File: config.mk
export PLATFORM = sky130hd
export DESIGN_NAME = ppm_pulse_train_decoder
export DESIGN_NICKNAME = d
export VERILOG_FILES = /design/src/sv/ppmd_pkg.sv /design/src/sv/ppm_pulse_train_decoder.sv /design/src/sv/ppmd_div.sv
export SDC_FILE = /design/constraint.sdc
export NUM_CORES = 1
export LEC_CHECK = 0
export BUFFER_PORTS_ARGS = -buffer_cell sky130_fd_sc_hd__buf_2
export CORE_MARGIN = 4
export CORE_UTILIZATION = 30
export DETAILED_ROUTE_END_ITERATION = 10
export PLACE_DENSITY = 0.56
export SLEW_MARGIN = 20
export SYNTH_ARGS = -nofsm -noshare
export SYNTH_HDL_FRONTEND = slang
export SYNTH_HIERARCHICAL = 1
export SYNTH_SLANG_ARGS = --single-unit
File: constraint.sdc
create_clock -name clk -period 14.1 [get_ports clk]
set_input_delay 2.82 -clock clk [delete_from_list [all_inputs] [get_ports clk]]
set_output_delay 2.82 -clock clk [all_outputs]
set_load 0.02 [all_outputs]
File: src/sv/ppmd_pkg.sv
// ppmd_pkg: shared types and constants for the ppm pulse train decoder
// no dependencies; used by ppmd_div and ppm_pulse_train_decoder
package ppmd_pkg;

  // timer and value widths
  localparam int CountW  = 16;
  localparam int SlotW   = 3;
  localparam int ChanW   = 3;
  localparam int ValueW  = 16;
  localparam int QuoW    = 15;
  localparam int MapW    = 24;
  localparam int CfgIdxW = 2;
  localparam int CfgW    = 24;

  // channel count default
  localparam int NumChannelsDef = 6;

  // register reset values
  localparam logic [CountW-1:0] SyncThreshRst = 16'd8500;
  localparam logic [CountW-1:0] MinWidthRst   = 16'd700;
  localparam logic [CountW-1:0] WidthSpanRst  = 16'd1000;
  localparam logic [MapW-1:0]   ChanMapRst    = 24'd16434376;

  // full scale in q1.15
  localparam logic [ValueW-1:0] FullScale = 16'h8000;

  // register indexes
  typedef enum logic [CfgIdxW-1:0] {
    CFG_SYNC_THRESHOLD = 2'd0,
    CFG_MIN_WIDTH      = 2'd1,
    CFG_WIDTH_SPAN     = 2'd2,
    CFG_CHANNEL_MAP    = 2'd3
  } cfg_idx_t;

  typedef struct packed {
    logic              level;
    logic [CountW-1:0] edge_count;
  } in_item_t;

  typedef struct packed {
    logic [ChanW-1:0]  channel;
    logic [ValueW-1:0] value;
  } out_item_t;

  // divider control and status
  typedef struct packed {
    logic start;
  } div_ctl_t;

  typedef struct packed {
    logic busy;
    logic done;
  } div_sts_t;

endpackage

File: src/sv/ppm_pulse_train_decoder.sv
// ppm_pulse_train_decoder: one line edge per item; rising edges store the timer count,
// falling edges give one q1.15 result, except a sync edge (wider than the sync threshold) that resets
// the slot; a result is clamped or comes from the serial divide (15 quotient bits, one per cycle), and
// waits in EMIT while the output stalls. one item in flight: input is ready only in the idle state.
// reset (rst_n, synchronous) loads register defaults, clears slot and count.
module ppm_pulse_train_decoder #(
  parameter int NUM_CHANNELS = ppmd_pkg::NumChannelsDef
) (
  input  logic                          clk,
  input  logic                          rst_n,
  // input items
  input  logic                          in_valid,
  output logic                          in_ready,
  input  ppmd_pkg::in_item_t            in_item,
  // result items
  output logic                          out_valid,
  input  logic                          out_ready,
  output ppmd_pkg::out_item_t           out_item,
  // configuration writes
  input  logic                          cfg_valid,
  output logic                          cfg_ready,
  input  logic [ppmd_pkg::CfgIdxW-1:0]  cfg_index,
  input  logic [ppmd_pkg::CfgW-1:0]     cfg_data
);

  typedef enum logic [3:0] {
    ST_IDLE = 4'b0001,
    ST_CALC = 4'b0010,
    ST_DIV  = 4'b0100,
    ST_EMIT = 4'b1000
  } state_t;

  localparam logic [ppmd_pkg::SlotW-1:0] LastSlot = ppmd_pkg::SlotW'(NUM_CHANNELS - 1);

  state_t                              state_r, state_nxt;
  logic [ppmd_pkg::CountW-1:0]         sync_thresh_r, min_width_r, width_span_r;
  logic [ppmd_pkg::MapW-1:0]           chan_map_r;
  logic [ppmd_pkg::CountW-1:0]         start_count_r, start_count_nxt;
  logic [ppmd_pkg::SlotW-1:0]          slot_r, slot_nxt;
  logic [ppmd_pkg::CountW-1:0]         width_r, width_nxt;
  logic [ppmd_pkg::ChanW-1:0]          chan_r, chan_nxt;
  logic [ppmd_pkg::ValueW-1:0]         value_r, value_nxt;
  logic                                out_valid_r, out_valid_nxt;
  ppmd_pkg::out_item_t                 out_item_r, out_item_nxt;
  logic [ppmd_pkg::CountW-1:0]         cnt_diff;
  logic [ppmd_pkg::CountW-1:0]         width_d;
  logic                                in_acc;
  logic                                out_free;
  ppmd_pkg::div_ctl_t                  div_ctl;
  ppmd_pkg::div_sts_t                  div_sts;
  logic [ppmd_pkg::QuoW-1:0]           div_quo;

  assign in_ready  = (state_r == ST_IDLE);
  assign in_acc    = in_valid && in_ready;
  assign cfg_ready = 1'b1;
  assign out_free  = !out_valid_r || out_ready;

  // configuration registers
  always_ff @(posedge clk) begin
    if (!rst_n) begin
      sync_thresh_r <= ppmd_pkg::SyncThreshRst;
      min_width_r   <= ppmd_pkg::MinWidthRst;
      width_span_r  <= ppmd_pkg::WidthSpanRst;
      chan_map_r    <= ppmd_pkg::ChanMapRst;
    end else if (cfg_valid && cfg_ready) begin
      unique case (ppmd_pkg::cfg_idx_t'(cfg_index))
        ppmd_pkg::CFG_SYNC_THRESHOLD: sync_thresh_r <= cfg_data[ppmd_pkg::CountW-1:0];
        ppmd_pkg::CFG_MIN_WIDTH:      min_width_r   <= cfg_data[ppmd_pkg::CountW-1:0];
        ppmd_pkg::CFG_WIDTH_SPAN:     width_span_r  <= cfg_data[ppmd_pkg::CountW-1:0];
        ppmd_pkg::CFG_CHANNEL_MAP:    chan_map_r    <= cfg_data;
        default: ;
      endcase
    end
  end

  // pulse width with timer wrap: a non-positive difference loses one tick
  assign cnt_diff = in_item.edge_count - start_count_r;
  assign width_d  = width_r - min_width_r;

  // sequencer
  always_comb begin
    state_nxt       = state_r;
    start_count_nxt = start_count_r;
    slot_nxt        = slot_r;
    width_nxt       = width_r;
    chan_nxt        = chan_r;
    value_nxt       = value_r;
    out_valid_nxt   = out_valid_r && !out_ready;
    out_item_nxt    = out_item_r;
    div_ctl.start   = 1'b0;
    unique case (state_r)
      ST_IDLE: begin
        if (in_acc) begin
          if (in_item.level) begin
            start_count_nxt = in_item.edge_count;
          end else begin
            width_nxt = (in_item.edge_count > start_count_r) ? cnt_diff : cnt_diff - 1'b1;
            state_nxt = ST_CALC;
          end
        end
      end
      ST_CALC: begin
        if (width_r > sync_thresh_r) begin
          slot_nxt  = '0;
          state_nxt = ST_IDLE;
        end else begin
          chan_nxt = chan_map_r[slot_r*ppmd_pkg::ChanW +: ppmd_pkg::ChanW];
          slot_nxt = (slot_r >= LastSlot) ? '0 : slot_r + 1'b1;
          priority if (width_r <= min_width_r) begin
            value_nxt = '0;
            state_nxt = ST_EMIT;
          end else if (width_span_r == '0 || width_d >= width_span_r) begin
            value_nxt = ppmd_pkg::FullScale;
            state_nxt = ST_EMIT;
          end else begin
            div_ctl.start = 1'b1;
            state_nxt     = ST_DIV;
          end
        end
      end
      ST_DIV: begin
        if (div_sts.done) begin
          value_nxt = {1'b0, div_quo};
          state_nxt = ST_EMIT;
        end
      end
      ST_EMIT: begin
        if (out_free) begin
          out_valid_nxt        = 1'b1;
          out_item_nxt.channel = chan_r;
          out_item_nxt.value   = value_r;
          state_nxt            = ST_IDLE;
        end
      end
      default: state_nxt = ST_IDLE;
    endcase
  end

  always_ff @(posedge clk) begin
    if (!rst_n) begin
      state_r       <= ST_IDLE;
      start_count_r <= '0;
      slot_r        <= '0;
      out_valid_r   <= 1'b0;
    end else begin
      state_r       <= state_nxt;
      start_count_r <= start_count_nxt;
      slot_r        <= slot_nxt;
      out_valid_r   <= out_valid_nxt;
    end
  end

  // payload registers
  always_ff @(posedge clk) begin
    width_r    <= width_nxt;
    chan_r     <= chan_nxt;
    value_r    <= value_nxt;
    out_item_r <= out_item_nxt;
  end

  // serial divider for the in-range case
  ppmd_div u_div (
    .clk      (clk),
    .rst_n    (rst_n),
    .ctl      (div_ctl),
    .dividend (width_d),
    .divisor  (width_span_r),
    .sts      (div_sts),
    .quotient (div_quo)
  );

  assign out_valid = out_valid_r;
  assign out_item  = out_item_r;

  // slot index never reaches the channel count
  a_slot_range: assert property (@(posedge clk) disable iff (!rst_n)
    slot_r <= LastSlot)
    else $error("slot index out of range");

  // divider finishes only while waiting on it
  a_div_state: assert property (@(posedge clk) disable iff (!rst_n)
    div_sts.done |-> state_r == ST_DIV)
    else $error("divider result with no division pending");

  // results never exceed full scale
  a_value_range: assert property (@(posedge clk) disable iff (!rst_n)
    out_valid_r |-> out_item_r.value <= ppmd_pkg::FullScale)
    else $error("result value above full scale");

  // a rising edge item finishes in its own cycle
  a_rise_fast: assert property (@(posedge clk) disable iff (!rst_n)
    (in_acc && in_item.level) |=> state_r == ST_IDLE)
    else $error("rising edge item not done in one cycle");

endmodule

File: src/sv/ppmd_div.sv
// ppmd_div: bit-serial restoring divider, one quotient bit per cycle
// computes floor(d * 2^15 / span) for d < span; depends on ppmd_pkg
module ppmd_div (
  input  logic                         clk,
  input  logic                         rst_n,
  input  ppmd_pkg::div_ctl_t           ctl,
  input  logic [ppmd_pkg::CountW-1:0]  dividend,
  input  logic [ppmd_pkg::CountW-1:0]  divisor,
  output ppmd_pkg::div_sts_t           sts,
  output logic [ppmd_pkg::QuoW-1:0]    quotient
);

  localparam int CntW = $clog2(ppmd_pkg::QuoW);

  logic                         busy_r, busy_nxt;
  logic                         done_r, done_nxt;
  logic [CntW-1:0]              cnt_r, cnt_nxt;
  logic [ppmd_pkg::CountW-1:0]  rem_r, rem_nxt;
  logic [ppmd_pkg::CountW-1:0]  div_r, div_nxt;
  logic [ppmd_pkg::QuoW-1:0]    quo_r, quo_nxt;
  logic [ppmd_pkg::CountW:0]    shifted;
  logic [ppmd_pkg::CountW:0]    diff;
  logic                         take;

  // one restoring step: double the remainder, subtract if it fits
  always_comb begin
    shifted = {rem_r, 1'b0};
    diff    = shifted - {1'b0, div_r};
    take    = (shifted >= {1'b0, div_r});
  end

  // step sequencing
  always_comb begin
    busy_nxt = busy_r;
    done_nxt = 1'b0;
    cnt_nxt  = cnt_r;
    rem_nxt  = rem_r;
    div_nxt  = div_r;
    quo_nxt  = quo_r;
    if (ctl.start && !busy_r) begin
      busy_nxt = 1'b1;
      cnt_nxt  = CntW'(ppmd_pkg::QuoW - 1);
      rem_nxt  = dividend;
      div_nxt  = divisor;
    end else if (busy_r) begin
      rem_nxt = take ? diff[ppmd_pkg::CountW-1:0] : shifted[ppmd_pkg::CountW-1:0];
      quo_nxt = {quo_r[ppmd_pkg::QuoW-2:0], take};
      cnt_nxt = cnt_r - 1'b1;
      if (cnt_r == '0) begin
        busy_nxt = 1'b0;
        done_nxt = 1'b1;
      end
    end
  end

  always_ff @(posedge clk) begin
    if (!rst_n) begin
      busy_r <= 1'b0;
      done_r <= 1'b0;
      cnt_r  <= '0;
    end else begin
      busy_r <= busy_nxt;
      done_r <= done_nxt;
      cnt_r  <= cnt_nxt;
    end
  end

  // payload registers
  always_ff @(posedge clk) begin
    rem_r <= rem_nxt;
    div_r <= div_nxt;
    quo_r <= quo_nxt;
  end

  assign sts.busy = busy_r;
  assign sts.done = done_r;
  assign quotient = quo_r;

  // done is a single-cycle pulse
  a_done_pulse: assert property (@(posedge clk) disable iff (!rst_n)
    done_r |=> !done_r)
    else $error("divider done held longer than one cycle");

  // done only follows the last step
  a_done_after_busy: assert property (@(posedge clk) disable iff (!rst_n)
    done_r |-> $past(busy_r) && !busy_r)
    else $error("divider done without a finished run");

  // remainder stays below the divisor while running
  a_rem_bound: assert property (@(posedge clk) disable iff (!rst_n)
    (busy_r && $past(busy_r)) |-> rem_r < div_r)
    else $error("divider remainder out of range");

endmodule
After elaboration in Yosys (flattened, before gate mapping)
Cells that the tools add are included.

Bits in read-only memories: 0. Word-level logic and storage cells: 109. Memories kept: 0. Latch bits: 0. Flip-flop bits (word level): 203. Memory bits (writable): 0.

Div/mod/pow operators: 0. Shift-type cells: 1. Add/sub/neg operators: 6. Mux-type cells: 31. Multiply operators: 1. Bitwise gates (word level): 5. Reduce and logical (&&, ||, !) cells: 26. Equal/unequal tests: 13. Order comparisons: 6.

Operators with widths (number): $mux W16 (8); $sub A16 B16 Y16 (3); $mux W4 (9); $gt A16 B16 Y1 (2); $pmux W16 S2 (1); $shiftx A24 B6 Y3 (1); $ge A17 B16 Y1 (1); $ge A16 B16 Y1 (1); $le A16 B16 Y1 (1); $logic_not A16 Y1 (1); $pmux W4 S4 (1); $sub A16 B1 Y16 const B (1); $reduce_and A2 Y1 (7); $mux W1 (10); $reduce_and A4 Y1 (2); $mux W3 (2); $ne A2 B2 Y1 const B (3); $reduce_and A3 Y1 (2); $mul A3 B2 Y5 const B (1); $not A1 Y1 (5); $eq A2 B2 Y1 const B (2); $eq A4 B1 Y1 const B (1); $eq A4 B2 Y1 const B (1); $eq A4 B3 Y1 const B (1); other kinds (15) (22).

Depth between registers and ports, before layout
Depth after elaboration: 10. Gate-level depth with buffers: 25. Depth with buffers taken out: 24.

Cells and area by module
The synthesis kept the hierarchy.

Modules (own cells, without submodules): ppm_pulse_train_decoder (cells an instance 934, area an instance 8476.9 µm², times used 1); ppmd_div (cells an instance 280, area an instance 2965.3 µm², times used 1).

Least setup slack after synthesis
Ideal clock, no wire load.

Path kind: in2reg. Start: input in_item[0] (netlist bit). End: register width_r[15] (netlist bit), data pin. Path slack: 8.716 ns. Data arrival time: 5.117 ns. Library setup time: 0.268 ns. Stages: 12. Cell sequence: inv_1 ha_1 inv_1 fa_1 a21oi_2 o21ai_1 o31ai_1 o21bai_1 xnor2_1 nand4bb_4 nor4_2 xnor3_1.

Cells in the longest elaborated chain, start to end: 3.

RTL lines: from (decl) (line ppm_pulse_train_decoder.sv:14) `input ppmd_pkg::in_item_t in_item,`; $sub A16 B16 Y16 (line ppm_pulse_train_decoder.sv:77) `assign cnt_diff = in_item.edge_count - start_count_r;`; $sub A16 B1 Y16 (line ppm_pulse_train_decoder.sv:97) `width_nxt = (in_item.edge_count > start_count_r) ? cnt_diff : cnt_diff - 1'b1;`; $mux W16 (*) (line ppm_pulse_train_decoder.sv:97); to (signal assigned) (line ppm_pulse_train_decoder.sv:155) `width_r <= width_nxt;`; to (decl) (line ppm_pulse_train_decoder.sv:40) `logic [ppmd_pkg::CountW-1:0] width_r, width_nxt;`.

Mark *: on every way between the ends. The rest lies on a longest branch, timed or not. A chain may end at the register's enable or synchronous reset.

Worst setup path after layout
Same ends and word-level chain as after synthesis.

==> insert_results.sql <==
INSERT INTO impl_metrics (metric_group, metric, value, unit) VALUES
('timing', 'min_period', '5400', 'ps'),
('routing', 'viasPerCell', '4.78', ''),
('clock_tree', 'cts-buffers-inserted', '24', ''),
('clock_tree', 'tritoncts', 'yes', ''),
('worst_setup_path', 'crit_type', 'in -> reg', ''),
('grt', 'globalRoute.totalOverflow', '0', ''),
('timing', 'slew-limit-headroom', '32.4', '%'),
('timing', 'tightest_pin_transition', '1010', 'ps'),
('clock_tree', 'post-cts-setup-buffer-count', '0', ''),
('layout', 'drive_gt1_share', '12.0', '%'),
('routing', 'violation_count_after_the_first_detailed_route_iteration', '417', ''),
('clock_tree', 'worstSkewPairLatency', '530', 'ps'),
('power_and_ir_drop', 'cellLeakagePower', '5.18', 'nW'),
('yosys', 'syn_nets', '1348', ''),
('yosys', 'avgSynthCellArea', '9.43', 'sq um'),
('routing', 'routed_wire_length_per_instance', '14.7', 'um'),
('die', 'initial_utilization', '30.4', '%'),
('clock_tree', 'root_buffer', 'sky130_fd_sc_hd__clkbuf_16', ''),
('worst_setup_path', 'cp_num_buf_inv', '3', ''),
('place', 'port_buffers', '68', ''),
('routing', 'final_antenna_net_count', '0', ''),
('worst_setup_path', 'crit_path_start_kind', 'input pin', ''),
('clock_tree', 'htree_levels', '1', ''),
('clock_tree', 'clk_pin_slew', '60', 'ps'),
('clock_tree', 'hold_buffers', '0', ''),
('worst_setup_path', 'cp_top_family', 'simple AND/OR/NAND/NOR gates', ''),
('timing', 'rsz0062_at_grt', 'false', ''),
('layout', 'final_net_count', '1404', ''),
('worst_setup_path', 'slowest_library_cell_on_the_worst_path', 'sky130_fd_sc_hd__fa_1', ''),
('timing', 'fin_worst_hold_slack', '416', 'ps'),
('routing', 'detail_route.drc_violations', '0', ''),
('layout', 'n_fill_cell', '3928', ''),
('die', 'floorplan.rows', '71', ''),
('timing', 'timing.final.max_slew_violations', '0', ''),
('worst_setup_path', 'timing.critical_path.fanout_max', '6', ''),
('worst_setup_path', 'crit_path_end_kind', 'flop', ''),
('outcome', 'outcome', 'finished, final reports clean', ''),
('clock_tree', 'clock_sink_total', '203', ''),
('die', 'io_pins', '70', ''),
('routing', 'drt_wl_total', '26500', 'um'),
('yosys', 'synthesized_netlist_cell_count', '1213', ''),
('grt', 'grt_start_max_net_pins', '103', ''),
('timing', 'finalSetupTns', '0', 'ps'),
('die', 'core_area', '37700', 'sq um'),
('clock_tree', 'clk_path_buf_depth', '3', ''),
('flow_run', 'maxCapViolations', '0', ''),
('place', 'finalWeightedCongestion', '0.856', ''),
('grt', 'grt.total_usage', '12.5', '%'),
('routing', 'vias', '8598', ''),
('grt', 'grt_pass1_vias', '8359', ''),
('yosys', 'synthesis.area', '11400', 'sq um'),
('routing', 'drt_pass1_iterations', '5', ''),
('layout', 'syn_to_final_growth', '14.7', '%'),
('worst_setup_path', 'crit_top_cell', 'sky130_fd_sc_hd__inv_1', ''),
('worst_setup_path', 'critical_path_arrival', '5650', 'ps'),
('timing', 'timing.final.crit_share', '38.3', '%'),
('min_path', 'min-delay-path-class', 'reg -> reg', ''),
('yosys', 'synth-warning-count', '6', ''),
('die', 'die-area', '41300', 'sq um'),
('place', 'detailedPlacementHpwl', '19600', 'um'),
('grt', 'antenna_found_initial', '1', ''),
('worst_setup_path', 'slowest_delay', '460', 'ps'),
('timing', 'final-hold-violation-count', '0', ''),
('power_and_ir_drop', 'power.ir.vdd_worst', '0.0000786', 'V'),
('worst_setup_path', 'timing.critical_path.cells', 'buf_2 > inv_1 > ha_1 > inv_1 > fa_1 > a21oi_2 > o21ai_1 > o31ai_1 > nor3_1 > nor2_1 > nand4_2 > nor4_2 > xnor3_1', ''),
('timing', 'finalSetupViolations', '0', ''),
('timing', 'achievable_freq', '185', 'MHz'),
('grt', 'first_pass_grt_wire_length', '43100', 'um'),
('timing', 'fin_worst_skew', '18.6', 'ps'),
('die', 'die-height', '203', 'um'),
('worst_setup_path', 'worstPathRequired', '14360', 'ps'),
('power_and_ir_drop', 'power.density', '111', 'nW/um^2'),
('die', 'overall_die_width', '203', 'um'),
('clock_tree', 'cts_repair_resize_count', '0', '');
metrics by stage:
step / cells / power [mW] / area, sq um / setup slack [ps] / utilization, %
floorplan: 1213 / 0.795 / 11400 / 8720 / -
global placement: 1754 / 0.845 / 12300 / 8230 / 32.6
detailed placement: 1754 / 0.849 / 12300 / 8160 / 32.6
CTS: 1798 / 1.48 / 13100 / 8680 / 34.8
global route: 1798 / 1.53 / 13100 / 8250 / 34.8
finish: 1799 / 1.46 / 13100 / 8700 / 34.8
power breakdown:
group	switching [mW]	internal, mW	leakage, nW	total, mW
Clock	0.244	0.381	0.393	0.625
Sequential	0.00940	0.633	1.84	0.643
Combinational	0.114	0.0794	2.95	0.193
Total	0.367	1.09	5.18	1.46
state kept, by name, summed over array words and instances, names as in the netlist:
register	count
u_div/done_r	1
slot_r	3
out_valid	1
state_r	4
chan_map_r	24
value_r	16
u_div/quotient	15
width_span_r	16
out_item	19
min_width_r	16
sync_thresh_r	16
start_count_r	16
chan_r	3
u_div/busy_r	1
u_div/div_r	16
u_div/rem_r	16
u_div/cnt_r	4
width_r	16
routing by layer:
layer,vias to the layer above,global-route usage (%),part of all wire (%)
met1,4027,16.8,48
met3,43,2.24,3.6
met2,138,21.0,46
li1,4388,-,-
met4,2,3.32,2.4
met5,-,0,0.049
worst paths after layout:
kind | startpoint | to | slack (ps) | depth (start not counted)
worst max-delay path | in_item[0] | width_r[15] | 8700 | 13
worst max register to register | width_r[0] | u_div/rem_r[14] | 8720 | 25
worst min-delay path | value_r[9] | out_item[9] | 420 | 0
worst min register to register | value_r[9] | out_item[9] | 420 | 0
area by class of cell:
cell class | instances | area [sq um] | area share, %
multi-input combinational | 856 | 5760 | 43.9
sequential | 203 | 5070 | 38.7
tap | 511 | 639 | 4.88
clock buffer | 34 | 732 | 5.58
timing repair buffer | 78 | 415 | 3.17
inverter | 106 | 398 | 3.03
clock inverter | 10 | 90.1 | 0.687
antenna | 1 | 2.50 | 0.0191
placed cells by master, fill, tap and decap left out, types with 4 or more instances in the layout:
cell,instances
sky130_fd_sc_hd__dfxtp_1,102
sky130_fd_sc_hd__nand4_1,10
sky130_fd_sc_hd__o31ai_1,5
sky130_fd_sc_hd__buf_4,10
sky130_fd_sc_hd__clkbuf_16,27
sky130_fd_sc_hd__and3_1,7
sky130_fd_sc_hd__nor2b_1,20
sky130_fd_sc_hd__o21a_1,11
sky130_fd_sc_hd__a21boi_0,61
sky130_fd_sc_hd__o211ai_1,22
sky130_fd_sc_hd__mux4_2,6
sky130_fd_sc_hd__buf_2,68
sky130_fd_sc_hd__nor3_1,24
sky130_fd_sc_hd__a21o_1,25
sky130_fd_sc_hd__mux2_2,4
sky130_fd_sc_hd__nand2b_1,14
sky130_fd_sc_hd__and2_1,18
sky130_fd_sc_hd__a31oi_1,9
sky130_fd_sc_hd__nand3_1,34
sky130_fd_sc_hd__a21oi_1,57
sky130_fd_sc_hd__mux2i_1,6
sky130_fd_sc_hd__nor2_1,48
sky130_fd_sc_hd__nand2_1,213
sky130_fd_sc_hd__xnor2_1,25
sky130_fd_sc_hd__ha_1,84
sky130_fd_sc_hd__clkbuf_1,4
sky130_fd_sc_hd__xor2_1,14
sky130_fd_sc_hd__o21ai_0,30
sky130_fd_sc_hd__a311oi_1,4
sky130_fd_sc_hd__a22oi_1,4
sky130_fd_sc_hd__inv_1,105
sky130_fd_sc_hd__or3_1,7
sky130_fd_sc_hd__nor3b_1,6
sky130_fd_sc_hd__o21bai_1,6
sky130_fd_sc_hd__nor4_1,9
sky130_fd_sc_hd__edfxtp_1,101
worst register-to-register path: cells and delay by family, from the launching register on:
kind | cells | cell delay, ps
AO/OA/AOI/OAI | 11 | 2010
XOR/XNOR | 1 | 230
adder cells (fa/ha/maj) | 3 | 890
buffers and inverters | 4 | 820
flip-flops | 1 | 320
multiplexers | 1 | 210
AND/OR/NAND/NOR | 5 | 620
Note: power is estimated with default switching activity, not from simulation.
